File: config.mk
export PLATFORM = sky130hd
export DESIGN_NAME = ldgc_walk
export DESIGN_NICKNAME = d
export VERILOG_FILES = /design/src/rtl/core/ldgc_pkg.sv /design/src/rtl/core/ldgc_walk.sv
export SDC_FILE = /design/constraint.sdc
export NUM_CORES = 1
export LEC_CHECK = 0
export ABC_AREA = 1
export BUFFER_PORTS_ARGS = -buffer_cell sky130_fd_sc_hd__buf_2
export CAP_MARGIN = 10
export CELL_PAD_IN_SITES_DETAIL_PLACEMENT = 0
export CELL_PAD_IN_SITES_GLOBAL_PLACEMENT = 1
export CORE_ASPECT_RATIO = 1.5
export CORE_MARGIN = 2
export CORE_UTILIZATION = 47
export CTS_CLUSTER_DIAMETER = 50
export DETAILED_ROUTE_END_ITERATION = 10
export PLACE_DENSITY = 0.83
export SYNTH_ARGS = -nofsm -noshare
export SYNTH_HDL_FRONTEND = slang
export SYNTH_SLANG_ARGS = --single-unit
File: constraint.sdc
create_clock -name clk -period 11.7 [get_ports clk]
set_input_delay 1.17 -clock clk [delete_from_list [all_inputs] [get_ports clk]]
set_output_delay 1.17 -clock clk [all_outputs]
set_load 0.005 [all_outputs]
File: src/rtl/core/ldgc_pkg.sv
`timescale 1ns / 1ps
package ldgc_pkg;

  localparam int EXTENT_MAX  = 16;
  localparam int SITE_COUNT  = 65536;
  localparam int COLOR_LIMIT = 255;
  localparam int DIST_MAX    = 3;

  localparam logic [1:0] ST_OK      = 2'd0;
  localparam logic [1:0] ST_COLORED = 2'd1;
  localparam logic [1:0] ST_RANGE   = 2'd2;
  localparam logic [1:0] ST_NOFREE  = 2'd3;

  localparam logic REQ_COLOR = 1'b0;
  localparam logic REQ_CLEAR = 1'b1;

  localparam logic [2:0] REG_EXT_T = 3'd0;
  localparam logic [2:0] REG_EXT_Z = 3'd1;
  localparam logic [2:0] REG_EXT_Y = 3'd2;
  localparam logic [2:0] REG_EXT_X = 3'd3;
  localparam logic [2:0] REG_DIST  = 3'd4;

  typedef struct packed {
    logic valid;
    logic last;
  } walk_ctl_t;

  function automatic logic signed [3:0] absv(input logic signed [3:0] v);
    absv = (v < 0) ? -v : v;
  endfunction

  function automatic logic [4:0] clamp_ext(input logic [4:0] e);
    clamp_ext = (e > 5'(EXTENT_MAX)) ? 5'(EXTENT_MAX) : e;
  endfunction

  // true modulo of c + dlt, |dlt| <= 3 so three corrections suffice
  function automatic logic [3:0] wrap(input logic [3:0] c, input logic signed [3:0] dlt,
                                      input logic [4:0] e);
    logic signed [6:0] v;
    v = signed'({3'b000, c}) + 7'(dlt);
    for (int i = 0; i < 3; i++) begin
      if (v < 0) v = v + signed'({2'b00, e});
    end
    for (int i = 0; i < 3; i++) begin
      if (v >= signed'({2'b00, e})) v = v - signed'({2'b00, e});
    end
    wrap = v[3:0];
  endfunction

endpackage

File: src/rtl/core/ldgc_walk.sv
`timescale 1ns / 1ps
module ldgc_walk (
  input  logic                clk,
  input  logic                rst,
  input  logic                go,
  input  logic [1:0]          dist_lim,
  input  logic [3:0]          ct,
  input  logic [3:0]          cz,
  input  logic [3:0]          cy,
  input  logic [3:0]          cx,
  input  logic [4:0]          et,
  input  logic [4:0]          ez,
  input  logic [4:0]          ey,
  input  logic [4:0]          ex,
  output logic [15:0]         slot,
  output ldgc_pkg::walk_ctl_t ctl
);
  import ldgc_pkg::*;

  logic run;
  logic signed [3:0] dt, dz, dy, dx;
  logic signed [3:0] dt_next, dz_next, dy_next, dx_next;
  logic signed [3:0] sd, r1, r2, r3, tmp;

  // visits every offset with l1 norm <= d, one per cycle
  always_comb begin
    sd = signed'({2'b00, dist_lim});
    r1 = sd - absv(dt);
    r2 = r1 - absv(dz);
    r3 = r2 - absv(dy);
    tmp = 4'sd0;
    dt_next = dt;
    dz_next = dz;
    dy_next = dy;
    dx_next = dx;
    if (dx < r3) begin
      dx_next = dx + 4'sd1;
    end else if (dy < r2) begin
      dy_next = dy + 4'sd1;
      tmp = r2 - absv(dy + 4'sd1);
      dx_next = -tmp;
    end else if (dz < r1) begin
      dz_next = dz + 4'sd1;
      tmp = r1 - absv(dz + 4'sd1);
      dy_next = -tmp;
      dx_next = 4'sd0;
    end else begin
      dt_next = dt + 4'sd1;
      tmp = sd - absv(dt + 4'sd1);
      dz_next = -tmp;
      dy_next = 4'sd0;
      dx_next = 4'sd0;
    end
  end

  always_ff @(posedge clk) begin
    slot <= {wrap(ct, dt, et), wrap(cz, dz, ez), wrap(cy, dy, ey), wrap(cx, dx, ex)};
    if (rst) begin
      run <= 1'b0;
      ctl <= '0;
    end else begin
      ctl.valid <= run;
      ctl.last  <= run && (dt == sd);
      if (go) begin
        run <= 1'b1;
        dt  <= -sd;
        dz  <= 4'sd0;
        dy  <= 4'sd0;
        dx  <= 4'sd0;
      end else if (run) begin
        if (dt == sd) begin
          run <= 1'b0;
        end else begin
          dt <= dt_next;
          dz <= dz_next;
          dy <= dy_next;
          dx <= dx_next;
        end
      end
    end
  end

endmodule

==> flow_summary.ini, run 1 <==
[layout]
layout-drive-gt1-share = 0.108
regArea_um2 = 861
final_nets = 1771
num_antenna_cells = 0
fillers = 2258
multi_input_area_um2 = 8230
final_cell_mix = nand2_1, ha_1, inv_1, nand3_1, a21oi_1
final_common_cell = nand2_1
area_growth_pct = 8.14

[run]
drv_cap = 0

[clock_tree]
postCtsSetupBuffers = 0
hold_buffers = 0
ctsResizeCount = 0
clock_path_buffers = 2
root_buffer = clkbuf_16
cts_buffers = 5
h-tree-depth = 2
cts_sinks = 35
cts_tree = done
clkSlewWorstSetupHoldPaths_ps = 60
clk_latency_ps = 290

[setup_path]
crit_fanout = 9
path_class = in -> reg
max_stage_delay_ps = 400
cp_slowest_cell = fa_1
rr_startpoint = dy[0]
cp.arrival_ps = 9250
timing.rr.end = slot[5]
startpoint = cy[0]
cpMostUsedCell = nand2_1
ff2ff_setup_slack_ps = 3020
critPathLaunchType = primary input
crit_required_ps = 11940
worst_setup_path_end_kind = register
ff2ff_path_depth = 52
crit_end = slot[5]

[sta]
finalHoldViolCount = 0
fin_crit_sh = 0.770
slew_viol_final = 0
maxSlewHeadroom = 0.559
rsz0062_at_grt = no
setup_tns_ps = 0
finalCriticalPeriod_ps = 9010
setup_violations = 0
max_freq_ghz = 0.111
finalClockSkew_ps = 6.36
worst_pin_slew_ps = 656

[drt]
vias = 9294
ant_nets = 0
drt_pass1_iterations = 6
avgViaCountPerCell = 5.24
route.detailed.drc = 0
drt-total-wl_mm = 23.5
drt_iter0_markers = 318
wl_per_cell_um = 13.2

[yosys]
synth.avg_cell_area_um2 = 6.85
synth_cells = 1442
synthesis.nets = 1709
synth_cell_type_count = 41
synth_top_area_cell = ha_1
synth_seq_cells = 35
synth_async_sr_flop_share = 0
yosysTopAreaCellShare = 0.243
yosysSeqAreaShare = 0.0871
synthFlopType = dfxtp_1
synth_area_um2 = 9880
synth_edf_count = 16
synth_area_leaders = ha_1, nand2_1, inv_1
ys_warn_count = 0

[floorplan]
design.core.area_um2 = 20800
die_area_um2 = 22200
initial_core_util = 0.475
io_pins = 59
rows = 65
die_y_um = 182
fp.dieW_um = 122

[min_path]
worstHoldPathCells = 2
min_from = run
holdCritPathClass = reg -> reg

[global_routing]
grt_pass1_vias = 9256
grt_use_total = 0.218
grt_max_degree = 14
grt_first_pass_wirelength_mm = 40.2
grt_overflow = 0
grt_antenna_before_repair = 0

[placed_design]
dp.final_hpwl_mm = 20.7
gp_congestion = 0.860
portBuffers = 58

[status]
status = complete, no violations
routing by layer:
layer | GRT usage | part of all wire
met5 | 0 | 0
met4 | 0.0515 | 0.015
met3 | 0.0236 | 0.018
met2 | 0.465 | 0.59
met1 | 0.213 | 0.38
per-stage QoR:
stage	setup WS [ps]	hold slack, ps	utilization	std cells	instance area (um^2)
detailed placement	2320	434	0.504	1765	10500
global placement	2380	438	0.504	1765	10500
floorplan	3540	422	-	1442	9880
CTS	2600	444	0.513	1773	10700
global route	1900	465	0.513	1773	10700
finish	2690	442	0.513	1773	10700
cell type report:
cell class | instances | area share
Timing Repair Buffer | 58 | 0.0272
Multi-Input combinational cell | 1196 | 0.770
Tap cell | 268 | 0.0314
Sequential cell | 35 | 0.0805
Clock inverter | 3 | 0.00632
Inverter | 208 | 0.0730
Clock buffer | 5 | 0.0117
cells in the mapped netlist, drive strengths merged (5+ instances only):
cell type and number:
xnor2 47, dfxtp 19, nor2 85, ha 192
nor3 18, inv 207, edfxtp 16, o211ai 5
xor2 46, o21bai 10, a21oi 85, nand4 17
o21ai 102, nand3b 9, o31ai 8, fa 34
a21o 7, a31oi 19, nand2 380, nand3 110
worst min-delay path by stage:
stage               endpoint  slack (ps)
floorplan             ctl[0]         420
global placement      ctl[0]         440
detailed placement    ctl[0]         430
CTS                   ctl[0]         440
global route          ctl[0]         460
finish                ctl[0]         440
sequential cells by signal (all words and copies together) (netlist names):
| name | count |
|---|---|
| dx | 4 |
| dy | 4 |
| dt | 4 |
| slot | 16 |
| dz | 4 |
| run | 1 |
| ctl | 2 |
logic make-up after synthesis:
group                      Yosys count  synth area share
muxes                                4           0.00405
DFF                                 35            0.0871
buffers and inverters              211            0.0804
and+or+nand+nor                    627             0.293
AOI/OAI and AO/OA                  246             0.142
xor gates and xnor gates            93            0.0824
adders and majority gates          226             0.312
worst max-delay path, delay by kind of cell:
| family | cells | cell delay (ps) |
|---|---|---|
| AO/OA/AOI/OAI | 19 | 3170 |
| AND/OR/NAND/NOR | 23 | 2390 |
| adder cells (fa/ha/maj) | 7 | 2150 |
| buffers and inverters | 3 | 220 |
| XOR/XNOR | 1 | 140 |
Power of run 1 is not shown: default switching activity piles up to over one toggle a cycle in this logic, so the estimate is an artifact.
==> run 2: changes to the inputs <==
--- a/config.mk
+++ b/config.mk
@@ -12,10 +12,10 @@
 export CELL_PAD_IN_SITES_GLOBAL_PLACEMENT = 1
 export CORE_ASPECT_RATIO = 1.5
 export CORE_MARGIN = 2
-export CORE_UTILIZATION = 47
+export CORE_UTILIZATION = 42
 export CTS_CLUSTER_DIAMETER = 50
 export DETAILED_ROUTE_END_ITERATION = 10
-export PLACE_DENSITY = 0.83
+export PLACE_DENSITY = 0.78
 export SYNTH_ARGS = -nofsm -noshare
 export SYNTH_HDL_FRONTEND = slang
 export SYNTH_SLANG_ARGS = --single-unit
==> constraint.sdc (replaced) <==
create_clock -name clk -period 7.7 [get_ports clk]
set_input_delay 0.77 -clock clk [delete_from_list [all_inputs] [get_ports clk]]
set_output_delay 0.77 -clock clk [all_outputs]
set_load 0.005 [all_outputs]
==> flow_summary.ini, run 2 (synthesis gave the netlist of run 1 again) <==
[sta]
slew_viol_final = 0
max_freq_ghz = 0.130
setup_violations = 1
setup_ws_ps = -4.91
finalCriticalPeriod_ps = 7700
finalHoldViolCount = 0
rsz0062_at_grt = yes
finalClockSkew_ps = 12.7
maxSlewHeadroom = 0.601
fin_crit_sh = 1.00
worst_pin_slew_ps = 593

[floorplan]
die_area_um2 = 24800
rows = 68
io_pins = 59
design.core.area_um2 = 23100
fp.dieW_um = 129
die_y_um = 192
initial_core_util = 0.429

[setup_path]
cp.arrival_ps = 7960
startpoint = cx[0]
crit_required_ps = 7950
cpLargestDelayFamily = adder cells
cpMostUsedCell = nand2_1
max_stage_delay_ps = 580
ff2ff_path_depth = 46
rr_startpoint = dx[0]
worst_setup_path_end_kind = register
timing.rr.end = slot[0]
critPathBufInv = 8
crit_fanout = 5
critPathLaunchType = primary input
path_class = in -> reg
cp_slowest_cell = fa_2
ff2ff_setup_slack_ps = 80

[min_path]
holdCritPathClass = reg -> reg
min_from = run
worstHoldPathCells = 2
min_to = ctl[0]

[layout]
layout-drive-gt1-share = 0.455
final_util = 0.689
final_common_cell = buf_4
area_growth_pct = 60.6
num_antenna_cells = 0
final_cells = 2282
top_register = slot
final_nets = 2233
largest_register_ffs = 16
final_cell_mix = buf_4, nand2_1, inv_1, ha_1, nand3_1

[drt]
drt_iter0_markers = 349
drt_pass1_iterations = 5
avgViaCountPerCell = 4.99
wl_per_cell_um = 13.6
drt-total-wl_mm = 31.1
vias = 11400
ant_nets = 0
route.detailed.drc = 0

[global_routing]
grt_max_degree = 14
grt_first_pass_wirelength_mm = 47.7
grt_pass1_vias = 11400
grt_overflow = 0
grt_use_total = 0.233
grt_antenna_before_repair = 0

[run]
drv_cap = 0

[clock_tree]
cts_sinks = 35
root_buffer = clkbuf_16
clock_path_buffers = 2
cts_tree = done
clk_latency_ps = 300
h-tree-depth = 2
cts_buffers = 5
clkSlewWorstSetupHoldPaths_ps = 70

[placed_design]
dp.final_hpwl_mm = 23.6
portBuffers = 58
gp_congestion = 0.874
dp_cells = 2174

[status]
status = finished with violations
violations = negative setup slack
-- run 2: stage by stage --
step	hold WS [ps]	TNS, ps	setup WS (ps)	instance area (um^2)
5_1_grt	485	-5430	-433	15900
3_3_place_gp	438	-8760	-732	13300
6_report	445	-4.91	-4.91	15900
3_5_place_dp	434	-11220	-791	13300
4_1_cts	444	0	0.335	14400
2_1_floorplan	422	0	5.35	9880
-- run 2: worst max path at each step --
| stage | endpoint | slack, ps | depth (start not counted) |
|---|---|---|---|
| after global routing | slot[0] | -430 | 55 |
| after floorplan | slot[2] | 5 | 48 |
| after global placement | slot[3] | -730 | 50 |
| after detailed placement | slot[14] | -790 | 46 |
| after CTS | slot[14] | 0.3 | 49 |
| final | slot[0] | -5 | 47 |
-- run 2: area by class of cell --
cell class	instances	area [um^2]
Clock buffer	5	125
Clock inverter	3	47.5
Fill cell	1911	7180
Inverter	208	790
Multi-Input combinational cell	1196	9800
Sequential cell	35	861
Tap cell	315	394
Timing Repair Buffer	520	3860
-- run 2: worst reg2reg max path: cells and delay by family (launching register included) --
family                     cells  cell delay, ps
and+or+nand+nor               17            1710
buffers and inverters          7             720
AOI/OAI and AO/OA             13            1720
adders and majority gates      8            2820
xor gates and xnor gates       1             190
DFF                            1             440
-- run 2: metal layers --
| metal | up-vias | global-route usage | part of all wire | wire [um] |
|---|---|---|---|---|
| met5 | - | 0 | 0 | 0 |
| met4 | 0 | 0.0707 | 0.034 | 1050 |
| met3 | 68 | 0.0203 | 0.018 | 557 |
| met2 | 143 | 0.498 | 0.59 | 18200 |
| met1 | 5310 | 0.224 | 0.36 | 11300 |
| li1 | 5856 | - | - | - |
-- run 2: timing repair --
action	4_1_cts	5_1_grt
pin swaps	97	241
endpoints found under the setup margin	16	16
resized for setup	119	257
hold buffers	0	0
buffers inserted	55	47
Power of run 2 is left out for the same reason.
==> run 3: changes to the inputs <==
--- a/config.mk
+++ b/config.mk
@@ -16,6 +16,7 @@
 export CTS_CLUSTER_DIAMETER = 50
 export DETAILED_ROUTE_END_ITERATION = 10
 export PLACE_DENSITY = 0.78
+export SKIP_CTS_REPAIR_TIMING = 1
 export SYNTH_ARGS = -nofsm -noshare
 export SYNTH_HDL_FRONTEND = slang
 export SYNTH_SLANG_ARGS = --single-unit
==> flow_summary.ini, run 3 (synthesis gave the netlist of run 1 again) <==
[status]
status = finished with violations
violations = negative setup slack

[setup_path]
critPathBufInv = 5
cpMostUsedCell = nand2_1
cp_slowest_cell = fa_1
worstSetupPathDepth = 55
max_stage_delay_ps = 520
cp.arrival_ps = 7960
cpLargestDelayFamily = simple AND/OR/NAND/NOR gates
critPathLaunchType = primary input
crit_required_ps = 7940
path_class = in -> reg
crit_fanout = 7
ff2ff_path_depth = 54
worst_setup_path_end_kind = register

[clock_tree]
clock_path_buffers = 2
h-tree-depth = 2
root_buffer = clkbuf_16
clkSlewWorstSetupHoldPaths_ps = 70
cts_buffers = 5
cts_tree = done
cts_sinks = 35
clk_latency_ps = 300

[sta]
fin_crit_sh = 1.00
setup_violations = 4
setup_ws_ps = -23.8
slew_viol_final = 0
finalHoldViolCount = 0
finalCriticalPeriod_ps = 7720
worst_pin_slew_ps = 600
max_freq_ghz = 0.129
finalClockSkew_ps = 9.62
maxSlewHeadroom = 0.597
rsz0062_at_grt = yes

[min_path]
worstHoldPathCells = 2
holdCritPathClass = reg -> reg

[floorplan]
fp.dieW_um = 129
initial_core_util = 0.429
die_area_um2 = 24800
io_pins = 59
die_y_um = 192
design.core.area_um2 = 23100
rows = 68

[drt]
drt_iter0_markers = 322
route.detailed.drc = 0
ant_nets = 0
avgViaCountPerCell = 4.98
vias = 11200
drt-total-wl_mm = 30.2
wl_per_cell_um = 13.5
drt_pass1_iterations = 4

[global_routing]
grt_first_pass_wirelength_mm = 45.4
grt_max_degree = 14
grt_pass1_vias = 10900
grt_overflow = 0
grt_antenna_before_repair = 0
grt_use_total = 0.222

[layout]
final_nets = 2193
layout-drive-gt1-share = 0.446
area_growth_pct = 58.2
final_cells = 2242
num_antenna_cells = 0
largest_register_ffs = 16
final_cell_mix = buf_4, nand2_1, inv_1, ha_1, nand3_1
top_register = slot
final_common_cell = buf_4

[placed_design]
portBuffers = 58
dp.final_hpwl_mm = 23.6
dp_cells = 2174
gp_congestion = 0.874

[run]
drv_cap = 0
-- run 3: changes by cell type in the layout (fill, tap and decap cells not counted), sizes merged --
cell and change:
buf -40
-- run 3: per-stage QoR --
step	area, um^2	hold slack, ps	setup TNS [ps]	worst slack, ps	utilization
global route	15600	485	-6600	-571	0.678
finish	15600	446	-76.1	-23.8	0.678
floorplan	9880	422	0	5.35	-
detailed placement	13300	434	-11220	-791	0.576
CTS	13500	444	-6590	-495	0.584
global placement	13300	438	-8760	-732	0.576
-- run 3: worst register-to-register path: cells and delay by family, from the launching register on --
family / cells / cell delay (ps)
buffers and inverters: 4 / 480
AOI/OAI and AO/OA: 16 / 2100
and+or+nand+nor: 26 / 2280
DFF: 1 / 430
adders and majority gates: 7 / 2100
xor gates and xnor gates: 1 / 210
-- run 3: cell type report --
cell class                 instances  area, um^2
clock buffer                       5         125
clock inverter                     3        47.5
fill                            1952        7420
inverter                         208         792
multi-input combinational       1196        9860
sequential                        35         861
tap                              315         394
timing repair buffer             480        3560
-- run 3: final timing paths --
| path | start | to | slack, ps |
|---|---|---|---|
| setup reg to reg | dy[1] | slot[7] | 40 |
| hold reg to reg | run | ctl[0] | 450 |
| setup / recovery | cy[1] | slot[7] | -20 |
| hold / removal | run | ctl[0] | 450 |
-- run 3: per-layer routing --
layer / GRT usage / wire [um] / up-vias
met5: 0 / 0 / -
met4: 0.0606 / 1110 / 0
met3: 0.0203 / 567 / 81
met2: 0.473 / 17400 / 141
met1: 0.217 / 11100 / 5164
li1: - / - / 5785
Power of run 3 is left out for the same reason.
